**src/rtl/rcx_pkg.sv**
```systemverilog
package rcx_pkg;

    localparam int unsigned CHAR_W            = 8;
    localparam int unsigned MAX_DOT_CHARS_DEF = 62;
    localparam int unsigned RANGE_MAX_CHARS   = 26;

    localparam logic [CHAR_W-1:0] DOT_FIRST_RESET = 8'd32;
    localparam logic [CHAR_W-1:0] DOT_END_RESET   = 8'd93;

    localparam logic [CHAR_W-1:0] CH_LBRACK = 8'h5B;
    localparam logic [CHAR_W-1:0] CH_RBRACK = 8'h5D;
    localparam logic [CHAR_W-1:0] CH_DASH   = 8'h2D;
    localparam logic [CHAR_W-1:0] CH_DOT    = 8'h2E;
    localparam logic [CHAR_W-1:0] CH_BSLASH = 8'h5C;
    localparam logic [CHAR_W-1:0] CH_UP_A   = 8'h41;
    localparam logic [CHAR_W-1:0] CH_UP_Z   = 8'h5A;
    localparam logic [CHAR_W-1:0] CH_LO_A   = 8'h61;
    localparam logic [CHAR_W-1:0] CH_LO_Z   = 8'h7A;
    localparam logic [CHAR_W-1:0] CH_DIG_0  = 8'h30;
    localparam logic [CHAR_W-1:0] CH_DIG_9  = 8'h39;

    typedef enum logic [0:0] {
        CFG_DOT_FIRST = 1'b0,
        CFG_DOT_END   = 1'b1
    } cfg_index_t;

    typedef enum logic [3:0] {
        MODE_OUT      = 4'd0,
        MODE_CLASS    = 4'd1,
        MODE_UP_START = 4'd2,
        MODE_UP_DASH  = 4'd3,
        MODE_LO_START = 4'd4,
        MODE_LO_DASH  = 4'd5,
        MODE_DG_START = 4'd6,
        MODE_DG_DASH  = 4'd7,
        MODE_ESC      = 4'd8
    } scan_mode_t;

    typedef enum logic [2:0] {
        ST_IDLE,
        ST_PRE0,
        ST_PRE1,
        ST_RUN,
        ST_POST
    } ctrl_state_t;

    typedef enum logic [1:0] {
        SEL_PRE0,
        SEL_PRE1,
        SEL_RUN,
        SEL_POST
    } emit_sel_t;

    typedef struct packed {
        logic pre0;
        logic pre1;
        logic run;
        logic post;
    } plan_flags_t;

    typedef struct packed {
        logic      in_ready;
        logic      accept;
        logic      load_out;
        emit_sel_t sel;
        logic      last;
        logic      run_step;
    } rcx_cmd_t;

    typedef struct packed {
        plan_flags_t dec;
        plan_flags_t plan;
        logic        run_last;
        logic        run_nz;
        logic        out_free;
    } rcx_sts_t;

endpackage

```
**src/rtl/rcx_if.sv**
```systemverilog
interface rcx_in_if
    import rcx_pkg::*;
();
    logic              valid;
    logic              ready;
    logic [CHAR_W-1:0] in_char;
    logic              is_final;

    modport source (output valid, output in_char, output is_final, input ready);
    modport sink   (input valid, input in_char, input is_final, output ready);
endinterface

interface rcx_out_if
    import rcx_pkg::*;
();
    logic              valid;
    logic              ready;
    logic [CHAR_W-1:0] out_char;
    logic              run_done;
    logic              pattern_done;

    modport source (output valid, output out_char, output run_done, output pattern_done,
                    input ready);
    modport sink   (input valid, input out_char, input run_done, input pattern_done,
                    output ready);
endinterface

```
**src/rtl/rcx_ctrl.sv**
```systemverilog
module rcx_ctrl
    import rcx_pkg::*;
(
    input  logic     clk,
    input  logic     rst_n,
    input  logic     in_valid,
    input  rcx_sts_t sts,
    output rcx_cmd_t cmd
);

    ctrl_state_t state_reg;
    ctrl_state_t state_next;
    ctrl_state_t after_cur;

    function automatic ctrl_state_t next_after(ctrl_state_t s, plan_flags_t f);
        ctrl_state_t r;
        r = ST_IDLE;
        case (s)
            ST_IDLE: r = f.pre0 ? ST_PRE0 : f.pre1 ? ST_PRE1 : f.run ? ST_RUN :
                         f.post ? ST_POST : ST_IDLE;
            ST_PRE0: r = f.pre1 ? ST_PRE1 : f.run ? ST_RUN : f.post ? ST_POST : ST_IDLE;
            ST_PRE1: r = f.run ? ST_RUN : f.post ? ST_POST : ST_IDLE;
            ST_RUN:  r = f.post ? ST_POST : ST_IDLE;
            default: r = ST_IDLE;
        endcase
        return r;
    endfunction

    assign after_cur = next_after(state_reg, sts.plan);

    always_ff @(posedge clk or negedge rst_n)
    begin
        if (!rst_n)
        begin
            state_reg <= ST_IDLE;
        end
        else
        begin
            state_reg <= state_next;
        end
    end

    always_comb
    begin
        state_next = state_reg;
        case (state_reg)
            ST_IDLE:
            begin
                if (in_valid)
                begin
                    state_next = next_after(ST_IDLE, sts.dec);
                end
            end
            ST_PRE0, ST_PRE1, ST_POST:
            begin
                if (sts.out_free)
                begin
                    state_next = after_cur;
                end
            end
            ST_RUN:
            begin
                if (sts.out_free && sts.run_last)
                begin
                    state_next = after_cur;
                end
            end
            default: state_next = ST_IDLE;
        endcase
    end

    always_comb
    begin
        cmd          = '0;
        cmd.sel      = SEL_POST;
        case (state_reg)
            ST_IDLE:
            begin
                cmd.in_ready = 1'b1;
                cmd.accept   = in_valid;
            end
            ST_PRE0:
            begin
                cmd.load_out = sts.out_free;
                cmd.sel      = SEL_PRE0;
                cmd.last     = (after_cur == ST_IDLE);
            end
            ST_PRE1:
            begin
                cmd.load_out = sts.out_free;
                cmd.sel      = SEL_PRE1;
                cmd.last     = (after_cur == ST_IDLE);
            end
            ST_RUN:
            begin
                cmd.load_out = sts.out_free;
                cmd.sel      = SEL_RUN;
                cmd.last     = sts.run_last && (after_cur == ST_IDLE);
                cmd.run_step = sts.out_free;
            end
            ST_POST:
            begin
                cmd.load_out = sts.out_free;
                cmd.sel      = SEL_POST;
                cmd.last     = 1'b1;
            end
            default: cmd.in_ready = 1'b0;
        endcase
    end

    a_run_has_count: assert property (@(posedge clk) disable iff (!rst_n)
        state_reg == ST_RUN |-> sts.run_nz)
        else $error("run phase entered with empty count");

    a_load_when_free: assert property (@(posedge clk) disable iff (!rst_n)
        cmd.load_out |-> sts.out_free)
        else $error("output register overwritten before transfer");

    a_accept_then_busy: assert property (@(posedge clk) disable iff (!rst_n)
        (cmd.accept && (sts.dec != '0)) |=> !cmd.in_ready)
        else $error("new character taken while results pending");

endmodule

```
**src/rtl/rcx_datapath.sv**
```systemverilog
module rcx_datapath
    import rcx_pkg::*;
#(
    parameter int unsigned MAX_DOT_CHARS = MAX_DOT_CHARS_DEF
)
(
    input  logic              clk,
    input  logic              rst_n,
    input  logic [CHAR_W-1:0] in_char,
    input  logic              is_final,
    input  logic              cfg_we,
    input  logic [0:0]        cfg_index,
    input  logic [CHAR_W-1:0] cfg_data,
    input  rcx_cmd_t          cmd,
    output rcx_sts_t          sts,
    output logic              out_valid,
    input  logic              out_ready,
    output logic [CHAR_W-1:0] out_char,
    output logic              run_done,
    output logic              pattern_done
);

    localparam int unsigned CNT_MAX = (MAX_DOT_CHARS > RANGE_MAX_CHARS) ?
                                      MAX_DOT_CHARS : RANGE_MAX_CHARS;
    localparam int unsigned CNT_W   = $clog2(CNT_MAX + 1);
    localparam logic [CHAR_W-1:0] DOT_CLAMP = CHAR_W'(MAX_DOT_CHARS - 1);
    localparam logic [CNT_W-1:0]  DOT_MAXC  = CNT_W'(MAX_DOT_CHARS);

    logic [CHAR_W-1:0] dot_first_reg;
    logic [CHAR_W-1:0] dot_end_reg;
    scan_mode_t        mode_reg;
    scan_mode_t        mode_next;
    logic [CHAR_W-1:0] rs_reg;
    logic [CHAR_W-1:0] rs_next;

    plan_flags_t       plan_reg;
    plan_flags_t       dec;
    logic [CHAR_W-1:0] pre0_char_reg;
    logic [CHAR_W-1:0] pre0_char_next;
    logic [CHAR_W-1:0] post_char_reg;
    logic [CHAR_W-1:0] post_char_next;
    logic [CHAR_W-1:0] run_cur_reg;
    logic [CHAR_W-1:0] run_cur_next;
    logic [CNT_W-1:0]  run_cnt_reg;
    logic [CNT_W-1:0]  run_cnt_next;
    logic              run_up_reg;
    logic              run_up_next;
    logic              fin_reg;

    logic              out_valid_reg;
    logic [CHAR_W-1:0] out_char_reg;
    logic              run_done_reg;
    logic              pattern_done_reg;
    logic [CHAR_W-1:0] emit_char;

    logic              c_upper;
    logic              c_lower;
    logic              c_digit;
    scan_mode_t        cls_mode;
    logic              cls_emit;
    logic              kind_ok;
    logic [CHAR_W-1:0] range_diff;
    logic [CHAR_W-1:0] dot_diff;
    logic              out_free;

    assign c_upper = in_char inside {[CH_UP_A:CH_UP_Z]};
    assign c_lower = in_char inside {[CH_LO_A:CH_LO_Z]};
    assign c_digit = in_char inside {[CH_DIG_0:CH_DIG_9]};

    always_comb
    begin
        cls_mode = MODE_CLASS;
        cls_emit = 1'b1;
        if (in_char == CH_RBRACK)
        begin
            cls_mode = MODE_OUT;
        end
        else if (c_upper)
        begin
            cls_mode = MODE_UP_START;
            cls_emit = 1'b0;
        end
        else if (c_lower)
        begin
            cls_mode = MODE_LO_START;
            cls_emit = 1'b0;
        end
        else if (c_digit)
        begin
            cls_mode = MODE_DG_START;
            cls_emit = 1'b0;
        end
    end

    always_comb
    begin
        case (mode_reg)
            MODE_UP_DASH: kind_ok = c_upper;
            MODE_LO_DASH: kind_ok = c_lower;
            default:      kind_ok = c_digit;
        endcase
    end

    assign range_diff = (in_char >= rs_reg) ? (in_char - rs_reg) : (rs_reg - in_char);
    assign dot_diff   = dot_end_reg - dot_first_reg;

    always_comb
    begin
        mode_next      = mode_reg;
        rs_next        = rs_reg;
        dec            = '0;
        pre0_char_next = CH_LBRACK;
        post_char_next = in_char;
        run_cur_next   = dot_first_reg;
        run_cnt_next   = '0;
        run_up_next    = 1'b1;
        case (mode_reg)
            MODE_CLASS:
            begin
                mode_next = cls_mode;
                dec.post  = cls_emit;
                if (!cls_emit)
                begin
                    rs_next = in_char;
                end
            end
            MODE_UP_START, MODE_LO_START, MODE_DG_START:
            begin
                if (in_char == CH_DASH)
                begin
                    case (mode_reg)
                        MODE_UP_START: mode_next = MODE_UP_DASH;
                        MODE_LO_START: mode_next = MODE_LO_DASH;
                        default:       mode_next = MODE_DG_DASH;
                    endcase
                end
                else
                begin
                    dec.pre0       = 1'b1;
                    pre0_char_next = rs_reg;
                    mode_next      = cls_mode;
                    dec.post       = cls_emit;
                    if (!cls_emit)
                    begin
                        rs_next = in_char;
                    end
                end
            end
            MODE_UP_DASH, MODE_LO_DASH, MODE_DG_DASH:
            begin
                if (kind_ok)
                begin
                    dec.run      = 1'b1;
                    run_cur_next = rs_reg;
                    run_up_next  = (in_char >= rs_reg);
                    run_cnt_next = CNT_W'(range_diff) + CNT_W'(1);
                    mode_next    = MODE_CLASS;
                end
                else
                begin
                    dec.pre0       = 1'b1;
                    pre0_char_next = rs_reg;
                    dec.pre1       = 1'b1;
                    mode_next      = cls_mode;
                    dec.post       = cls_emit;
                    if (!cls_emit)
                    begin
                        rs_next = in_char;
                    end
                end
            end
            MODE_ESC:
            begin
                mode_next = MODE_OUT;
                dec.post  = 1'b1;
            end
            default:
            begin
                mode_next = MODE_OUT;
                dec.post  = 1'b1;
                if (in_char == CH_LBRACK)
                begin
                    mode_next = MODE_CLASS;
                end
                else if (in_char == CH_BSLASH)
                begin
                    mode_next = MODE_ESC;
                end
                else if (in_char == CH_DOT)
                begin
                    dec.pre0       = 1'b1;
                    post_char_next = CH_RBRACK;
                    if (dot_end_reg >= dot_first_reg)
                    begin
                        dec.run = 1'b1;
                        if (dot_diff >= DOT_CLAMP)
                        begin
                            run_cnt_next = DOT_MAXC;
                        end
                        else
                        begin
                            run_cnt_next = CNT_W'(dot_diff) + CNT_W'(1);
                        end
                    end
                end
            end
        endcase

        if (is_final)
        begin
            if (mode_next == MODE_UP_START || mode_next == MODE_LO_START ||
                mode_next == MODE_DG_START)
            begin
                dec.post       = 1'b1;
                post_char_next = rs_next;
            end
            else if (mode_next == MODE_UP_DASH || mode_next == MODE_LO_DASH ||
                     mode_next == MODE_DG_DASH)
            begin
                dec.pre0       = 1'b1;
                pre0_char_next = rs_reg;
                dec.pre1       = 1'b1;
            end
            mode_next = MODE_OUT;
            rs_next   = '0;
        end
    end

    always_ff @(posedge clk or negedge rst_n)
    begin
        if (!rst_n)
        begin
            dot_first_reg <= DOT_FIRST_RESET;
            dot_end_reg   <= DOT_END_RESET;
            mode_reg      <= MODE_OUT;
            rs_reg        <= '0;
        end
        else
        begin
            if (cfg_we && cfg_index == CFG_DOT_FIRST)
            begin
                dot_first_reg <= cfg_data;
            end
            if (cfg_we && cfg_index == CFG_DOT_END)
            begin
                dot_end_reg <= cfg_data;
            end
            if (cmd.accept)
            begin
                mode_reg <= mode_next;
                rs_reg   <= rs_next;
            end
        end
    end

    always_ff @(posedge clk)
    begin
        if (cmd.accept)
        begin
            plan_reg      <= dec;
            pre0_char_reg <= pre0_char_next;
            post_char_reg <= post_char_next;
            run_cur_reg   <= run_cur_next;
            run_cnt_reg   <= run_cnt_next;
            run_up_reg    <= run_up_next;
            fin_reg       <= is_final;
        end
        else if (cmd.run_step)
        begin
            run_cur_reg <= run_up_reg ? run_cur_reg + CHAR_W'(1) : run_cur_reg - CHAR_W'(1);
            run_cnt_reg <= run_cnt_reg - CNT_W'(1);
        end
    end

    always_comb
    begin
        case (cmd.sel)
            SEL_PRE0: emit_char = pre0_char_reg;
            SEL_PRE1: emit_char = CH_DASH;
            SEL_RUN:  emit_char = run_cur_reg;
            default:  emit_char = post_char_reg;
        endcase
    end

    assign out_free = !out_valid_reg || out_ready;

    always_ff @(posedge clk or negedge rst_n)
    begin
        if (!rst_n)
        begin
            out_valid_reg <= 1'b0;
        end
        else if (cmd.load_out)
        begin
            out_valid_reg <= 1'b1;
        end
        else if (out_ready)
        begin
            out_valid_reg <= 1'b0;
        end
    end

    always_ff @(posedge clk)
    begin
        if (cmd.load_out)
        begin
            out_char_reg     <= emit_char;
            run_done_reg     <= cmd.last;
            pattern_done_reg <= cmd.last && fin_reg;
        end
    end

    assign sts.dec      = dec;
    assign sts.plan     = plan_reg;
    assign sts.run_last = (run_cnt_reg == CNT_W'(1));
    assign sts.run_nz   = (run_cnt_reg != '0);
    assign sts.out_free = out_free;

    assign out_valid    = out_valid_reg;
    assign out_char     = out_char_reg;
    assign run_done     = run_done_reg;
    assign pattern_done = pattern_done_reg;

    a_final_resets_mode: assert property (@(posedge clk) disable iff (!rst_n)
        (cmd.accept && is_final) |=> (mode_reg == MODE_OUT && rs_reg == '0))
        else $error("scan state not cleared after last pattern character");

    a_pattern_ends_run: assert property (@(posedge clk) disable iff (!rst_n)
        (out_valid_reg && pattern_done_reg) |-> run_done_reg)
        else $error("pattern end flagged on a result that does not end its run");

endmodule

```
**src/rtl/regex_char_class_range_expander_top.sv**
```systemverilog
// Rewrites a regular expression one character at a time, expanding class ranges such as
// a-z or 9-0 into every character they cover and a dot outside a class into a bracketed
// run dot_first..dot_end, clamped to MAX_DOT_CHARS characters. A pattern character is
// taken only while the block is idle; its results then leave through the output register
// one per cycle whenever that register is free. A dot yields up to MAX_DOT_CHARS + 2
// results and a range up to 26. The single emit sequencer steps one result per cycle
// unless the output stalls; the next character is taken while the last result still
// waits in the output register. Write dot_first and dot_end only while the block is idle.
module regex_char_class_range_expander_top
    import rcx_pkg::*;
#(
    parameter int unsigned MAX_DOT_CHARS = MAX_DOT_CHARS_DEF
)
(
    input  logic              clk,
    input  logic              rst_n,
    rcx_in_if.sink            pattern,
    rcx_out_if.source         result,
    input  logic              cfg_we,
    input  logic [0:0]        cfg_index,
    input  logic [CHAR_W-1:0] cfg_data
);

    rcx_cmd_t cmd;
    rcx_sts_t sts;

    rcx_ctrl u_ctrl (
        .clk      (clk),
        .rst_n    (rst_n),
        .in_valid (pattern.valid),
        .sts      (sts),
        .cmd      (cmd)
    );

    rcx_datapath #(
        .MAX_DOT_CHARS (MAX_DOT_CHARS)
    ) u_datapath (
        .clk          (clk),
        .rst_n        (rst_n),
        .in_char      (pattern.in_char),
        .is_final     (pattern.is_final),
        .cfg_we       (cfg_we),
        .cfg_index    (cfg_index),
        .cfg_data     (cfg_data),
        .cmd          (cmd),
        .sts          (sts),
        .out_valid    (result.valid),
        .out_ready    (result.ready),
        .out_char     (result.out_char),
        .run_done     (result.run_done),
        .pattern_done (result.pattern_done)
    );

    assign pattern.ready = cmd.in_ready;

endmodule
```
**src/flat_wrapper.sv**
```systemverilog
// flat-port wrapper written by rule: the top's interface ports become plain ports
module regex_char_class_range_expander_top_flat import rcx_pkg::*;
#(
    parameter int unsigned MAX_DOT_CHARS = MAX_DOT_CHARS_DEF
)
  (clk, rst_n, cfg_we, cfg_index, cfg_data, pattern_valid, pattern_in_char, pattern_is_final, pattern_ready, result_valid, result_out_char, result_run_done, result_pattern_done, result_ready);
  rcx_in_if pattern_i ();
  rcx_out_if result_i ();
  input  logic clk;
  input  logic rst_n;
  input  logic cfg_we;
  input  logic [0:0] cfg_index;
  input  logic [CHAR_W-1:0] cfg_data;
  input wire logic [$bits(pattern_i.valid)-1:0] pattern_valid;
  input wire logic [$bits(pattern_i.in_char)-1:0] pattern_in_char;
  input wire logic [$bits(pattern_i.is_final)-1:0] pattern_is_final;
  output wire logic [$bits(pattern_i.ready)-1:0] pattern_ready;
  output wire logic [$bits(result_i.valid)-1:0] result_valid;
  output wire logic [$bits(result_i.out_char)-1:0] result_out_char;
  output wire logic [$bits(result_i.run_done)-1:0] result_run_done;
  output wire logic [$bits(result_i.pattern_done)-1:0] result_pattern_done;
  input wire logic [$bits(result_i.ready)-1:0] result_ready;
  assign pattern_i.valid = pattern_valid;
  assign pattern_i.in_char = pattern_in_char;
  assign pattern_i.is_final = pattern_is_final;
  assign pattern_ready = pattern_i.ready;
  assign result_valid = result_i.valid;
  assign result_out_char = result_i.out_char;
  assign result_run_done = result_i.run_done;
  assign result_pattern_done = result_i.pattern_done;
  assign result_i.ready = result_ready;
  regex_char_class_range_expander_top #(.MAX_DOT_CHARS(MAX_DOT_CHARS)) u_core (.clk(clk), .rst_n(rst_n), .pattern(pattern_i), .result(result_i), .cfg_we(cfg_we), .cfg_index(cfg_index), .cfg_data(cfg_data));
endmodule
```
**config.mk**
```make
export PLATFORM = sky130hd
export DESIGN_NAME = regex_char_class_range_expander_top_flat
export DESIGN_NICKNAME = d
export VERILOG_FILES = /design/src/rtl/rcx_pkg.sv /design/src/rtl/rcx_if.sv /design/src/rtl/rcx_ctrl.sv /design/src/rtl/rcx_datapath.sv /design/src/rtl/regex_char_class_range_expander_top.sv /design/src/flat_wrapper.sv
export SDC_FILE = /design/constraint.sdc
export NUM_CORES = 1
export LEC_CHECK = 0
export ABC_AREA = 0
export BUFFER_PORTS_ARGS = -buffer_cell sky130_fd_sc_hd__buf_2
export CAP_MARGIN = 10
export CORE_ASPECT_RATIO = 2
export CORE_UTILIZATION = 35
export CTS_BUF_LIST = sky130_fd_sc_hd__clkbuf_4 sky130_fd_sc_hd__clkbuf_8
export DETAILED_ROUTE_END_ITERATION = 8
export PLACE_DENSITY_LB_ADDON = 0.3
export SLEW_MARGIN = 20
export SYNTH_ARGS = -nofsm -noshare
export SYNTH_HDL_FRONTEND = slang
export SYNTH_SLANG_ARGS = --single-unit
```
**constraint.sdc**
```tcl
create_clock -name clk -period 4 [get_ports clk]
set_clock_uncertainty 0.15 [all_clocks]
set_input_delay 0.2 -clock clk [delete_from_list [all_inputs] [get_ports clk]]
set_output_delay 0.2 -clock clk [all_outputs]
set_load 0.1 [all_outputs]
```
Yosys cells after proc, flatten, opt, wreduce, memory -nomap -nowiden
Index checks and enable logic that the tools add are counted.
- add/subtract/negate cells: 8
- order comparisons: 9
- equal/unequal tests: 29
- muxes and demuxes: 89
- bitwise gates (word level): 1
- reductions and logical operators: 27
- operators with widths (kind ; count):
    $mux W8 ; 20
    $mux W6 ; 9
    $pmux W8 S3 ; 2
    $mux W3 ; 14
    $eq A4 B3 Y1 const B ; 8
    $pmux W4 S4 ; 2
    $eq A8 B7 Y1 const B ; 3
    $mux W4 ; 6
    $mux W1 ; 23
    $eq A4 B2 Y1 const B ; 4
    $eq A8 B6 Y1 const B ; 2
    $ge A8 B6 Y1 const B ; 2
    $ge A8 B7 Y1 const B ; 2
    $ge A8 B8 Y1 ; 2
    $le A8 B7 Y1 const B ; 2
    $pmux W8 S2 ; 1
    $add A6 B1 Y6 const B ; 2
    $pmux W3 S4 ; 1
    $pmux W6 S2 ; 1
    $sub A6 B6 Y6 ; 2
    $pmux W3 S3 ; 1
    $reduce_or A3 Y1 ; 3
    $add A8 B1 Y8 const B ; 1
    $le A8 B6 Y1 const B ; 1
    other kinds (28) ; 49
- register bits: 78
- bits of input ports: 23
- output and inout port bits: 12
- logic and storage cells: 182

Depth between registers and ports, before layout
- depth after elaboration: 19
- mapped depth: 14
- mapped depth without buffers: 13

Modules after synthesis
From an unflattened synthesis, not the netlist that was laid out.
- cells, all modules: 550
- area, all modules: 5352.6 sq um
- by module, submodules not included (module ; instances ; cells each ; area each (sq um) ; sequential area each (sq um)):
    rcx_datapath ; 1 ; 496 ; 4979.8 ; 2114.5
    rcx_ctrl ; 1 ; 54 ; 372.9 ; 75.1

Least setup slack after synthesis
Ideal clock, no wire load.
- path kind: register -> register
- start point: register u_core.u_ctrl.state_reg[1]
- end point: register u_core.u_datapath.run_cur_reg[3] (data pin)
- library setup time: 0.304 ns
- arrival: 4.197 ns
- data required time: 3.546 ns
- setup slack: -0.651 ns
- cell stages (with the launch flop): 7
- path buffers: 2
- clock period less this slack: 4.651 ns
- path through: dfrtp_1 > clkbuf_1 > nor3_1 > nand2_1 > clkinv_1 > clkbuf_1 > a21oi_1
- RTL lines (what ; RTL line ; source):
    from (decl) ; rcx_ctrl.sv:11 ; ctrl_state_t state_reg;
    from (signal assigned) ; rcx_ctrl.sv:39 ; state_reg <= state_next;
    to (signal assigned) ; rcx_datapath.sv:263 ; run_cur_reg <= run_cur_next;
    to (signal assigned) ; rcx_datapath.sv:270 ; run_cur_reg <= run_up_reg ? run_cur_reg + CHAR_W'(1) : run_cur_reg - CHAR_W'(1);
    to (decl) ; rcx_datapath.sv:42 ; logic [CHAR_W-1:0] run_cur_reg;

Worst setup path after layout
- start point: register u_core.u_datapath.rs_reg[1]
- end point: register u_core.u_datapath.run_cnt_reg[5] (data pin)
- cells in the longest elaborated chain, start to end: 6
- elaborated cells on any way between the ends: 8
- classes of those cells: add/sub: 3; order compare: 1; mux: 4
- RTL lines (what ; RTL line ; source):
    from (decl) ; rcx_datapath.sv:33 ; logic [CHAR_W-1:0] rs_reg;
    from (signal assigned) ; rcx_datapath.sv:251 ; rs_reg <= rs_next;
    $ge A8 B8 Y1 / $sub A6 B6 Y6 (equally long branches) ; rcx_datapath.sv:104 ; assign range_diff = (in_char >= rs_reg) ? (in_char - rs_reg) : (rs_reg - in_char);
    $mux W6 * ; rcx_datapath.sv:104 ;
    $add A6 B1 Y6 * ; rcx_datapath.sv:156 ; run_cnt_next = CNT_W'(range_diff) + CNT_W'(1);
    $mux W6 * ; rcx_datapath.sv:151 ; if (kind_ok)
    $pmux W6 S2 * ; rcx_datapath.sv:117 ; case (mode_reg)
    $mux W6 * ; rcx_datapath.sv:258 ; if (cmd.accept)
    to (signal assigned) ; rcx_datapath.sv:264 ; run_cnt_reg <= run_cnt_next;
    to (signal assigned) ; rcx_datapath.sv:271 ; run_cnt_reg <= run_cnt_reg - CNT_W'(1);
    to (decl) ; rcx_datapath.sv:44 ; logic [CNT_W-1:0] run_cnt_reg;
Every way passes the cells marked *; elsewhere a longest branch is shown, timed or not.
A chain may end at the register's enable or synchronous reset.

==> flow_summary_export.csv <==
group,metric,value,unit
outcome,status,"finished, final reports clean",
grt,grt_max_degree,33,
min_path,hp-class,"in -> reg",
synthesis,avgSynthCellArea,9.280,um^2
floorplan,num_rows,63,
layout,syn_to_final_growth,12.65,%
routing,met1_length,5286,um
synthesis,yosys_warnings,0,
cts,cts_sinks,78,
floorplan,die_w,89.76,um
routing,dr_wl_met3,345,um
cts,htreeDepth,3,
grt,grt_pass1_vias,4615,
routing,antenna_left,0,
synthesis,synth_edf_count,46,
cts,clkLatencyLatePin,350,ps
grt,grt_pass1_wl,23630,um
layout,insertedDiodeCount,0,
flow_run,maxCapViolations,0,
worst_setup_path,path_class,"reg -> reg",
routing,drc,0,
routing,initialDrtViolationCount,177,
sta,min_period_over_period,90.70,%
floorplan,start_util,36.19,%
synthesis,synth_area,5391,um^2
floorplan,core_area,14900,um^2
sta,setup_tns,0,ps
layout,final_cell_mix,"nor2_1, inv_1, nand2_1, edfxtp_1, a21oi_1",
layout,num-nets-final,682,
sta,rsz0062_at_grt,"no",
grt,antenna_found_initial,0,
synthesis,netlist_instances,581,
floorplan,die_y,177.5,um
sta,fmax,275.6,MHz
sta,min_period,3628,ps
floorplan,die_area,15930,um^2
cts,numCtsBuffers,9,
synthesis,ys_types,72,
synthesis,synthFlopType,"edfxtp_1",
synthesis,ys_seq_area_share,40.61,%
routing,avgViaCountPerCell,5.461,
power,ir_drop,0.2745,mV
cts,clockBufferDepth,2,
place,port_buffers,34,
grt,grt_use_total,19.22,%
power,p_leak,2.476,nW
cts,clk_pin_slew,80,ps
worst_setup_path,cp-start-kind,"flop",
sta,final-setup-viol-count,0,
routing,top_layer_used,"met4",
place,place_ws,365.2,ps
grt,grt_overflow_total,0,
routing,wl,14830,um
routing,dr_wl_met2,8215,um
synthesis,syn_nets,641,
worst_setup_path,cp.arrival,3580,ps
cts,cts_setup_buffers,0,
synthesis,async_flop_share,41.03,%
worst_setup_path,crit_fanout,5,
sta,worst_slack,372.2,ps
routing,vias,4489,
synthesis,synth_seq_cells,78,
cts,ctsRootBufferMaster,"clkbuf_8",
sta,report.final.slew_viol_count,0,
floorplan,boundaryPins,35,
routing,dr.pass1.iters,4,
power,p_per_area,695.6,nW/um^2
sta,final_hold_viol_count,0,
worst_setup_path,end_kind,"flop",
sta,relSlewSlack,39.57,%
routing,wl_per_cell,18.04,um
place,dpl.hpwl,11500,um
place,place.gp.congestion,0.8887,
layout,final_common_cell,"nor2_1",
cts,tritoncts,"yes",
layout,drive_gt1_share,14.99,%
layout,fillers,1453,
sta,tightestPinTransition,904.6,ps
worst_setup_path,required,3960,ps
==> routing by layer <==
layer / global-route usage (%) / up-vias
li1: - / 2181
met1: 18.08 / 2153
met2: 38.01 / 112
met3: 2.014 / 43
met4: 13.59 / 0
met5: 0 / -
==> through the flow <==
step / utilization [%] / std cells / power [mW] / area, um^2 / hold WS [ps]
finish: 40.77 / 822 / 4.225 / 6073 / 40.87
global placement: 38.85 / 797 / 3.591 / 5788 / 205.0
detailed placement: 38.85 / 797 / 3.608 / 5788 / 218.4
CTS: 40.77 / 822 / 4.231 / 6073 / 29.34
floorplan: - / 581 / 3.079 / 5396 / -245.6
global route: 40.77 / 822 / 4.485 / 6073 / 56.34
==> what timing repair did <==
action / 4_1_cts / 5_1_grt
endpoints found under the hold margin: 42 / 0
resized for setup: 0 / 1
hold buffers: 9 / 0
setup endpoints to repair: 0 / 1
==> kinds of logic (layout without fill, tap and decap cells) <==
logic type	count (synthesis)	in the layout	share of synthesized area, %
buffers and inverters	71	117	5.222
AO/OA/AOI/OAI	168	168	20.21
multiplexers	18	18	3.551
AND/OR/NAND/NOR	183	183	17.03
flip-flops	78	78	40.61
adder cells (fa/ha/maj)	37	37	9.144
XOR/XNOR	26	26	4.224
==> worst max-delay path, stage by stage, from the launching register on <==
cell and delay (ps):
dfrtp_1 450, inv_1 140, fa_1 440, a211oi_1 480, nor3_1 170, o2111ai_1 360, o21a_1 260, o221ai_1 150
a311oi_1 300, xnor2_1 160, nor2_1 60, o31a_1 270
==> synth_stat cells, types with 3 or more instances <==
cell	number	share of area [%]
or2_1	6	0.70
o2111ai_1	3	0.49
a22oi_1	5	0.70
nor2_1	51	3.6
a21o_1	6	0.84
o211ai_1	5	0.70
nand4_1	8	0.93
a21boi_0	3	0.42
edfxtp_1	46	26
buf_1	3	0.21
dfstp_2	6	2.9
xnor2_1	16	2.6
mux2_2	9	1.9
ha_1	33	7.7
nand2b_1	5	0.58
o21a_1	4	0.56
a211oi_1	9	1.3
o21bai_1	7	0.97
or3_1	4	0.46
and3_1	3	0.35
a21oi_1	43	4.0
inv_1	46	3.2
or2_2	8	0.93
nor3b_1	3	0.42
buf_2	3	0.28
clkbuf_1	16	1.1
nand3_1	11	1.0
nor2b_1	10	1.2
dfrtp_1	26	12
and2_1	3	0.35
mux2i_1	9	1.7
a31oi_1	6	0.70
o22ai_1	9	1.0
nand2_1	46	3.2
o21ai_0	40	3.7
xor2_1	10	1.6
fa_1	4	1.5
nor3_1	13	1.2
==> worst paths after layout <==
path                                                      end                        start  cells past startpoint  slack, ps
hold reg to reg                u_core.u_datapath.pattern_done    u_core.u_datapath.fin_reg                      1        370
hold / removal             u_core.u_datapath.post_char_reg[2]           pattern_in_char[2]                      1         40
setup reg to reg             u_core.u_datapath.run_cnt_reg[5]  u_core.u_datapath.rs_reg[1]                     11        370
min in group asynchronous         u_core.u_datapath.rs_reg[2]                        rst_n                      2        350
setup / recovery             u_core.u_datapath.run_cnt_reg[5]  u_core.u_datapath.rs_reg[1]                     11        370
max in group asynchronous  u_core.u_datapath.dot_first_reg[2]                        rst_n                      2       2790
==> final cells by class <==
| cell class | instances | area (um^2) | share of cell area, % |
|---|---|---|---|
| inverters | 47 | 176.4 | 2.905 |
| clock inverters | 4 | 48.80 | 0.8035 |
| flip-flops and latches | 78 | 2190 | 36.05 |
| multi-input cells | 432 | 2925 | 48.17 |
| well taps | 195 | 244.0 | 4.017 |
| clock buffers | 12 | 146.4 | 2.410 |
| repair buffers | 54 | 342.8 | 5.645 |
==> where the power goes <==
part           internal (mW)  total (mW)  switching, mW
Combinational          0.717        2.26           1.54
Sequential              1.17        1.36          0.192
Clock                  0.309       0.607          0.298
Total                   2.19        4.22           2.03
Power figures use the tool's default switching activity.
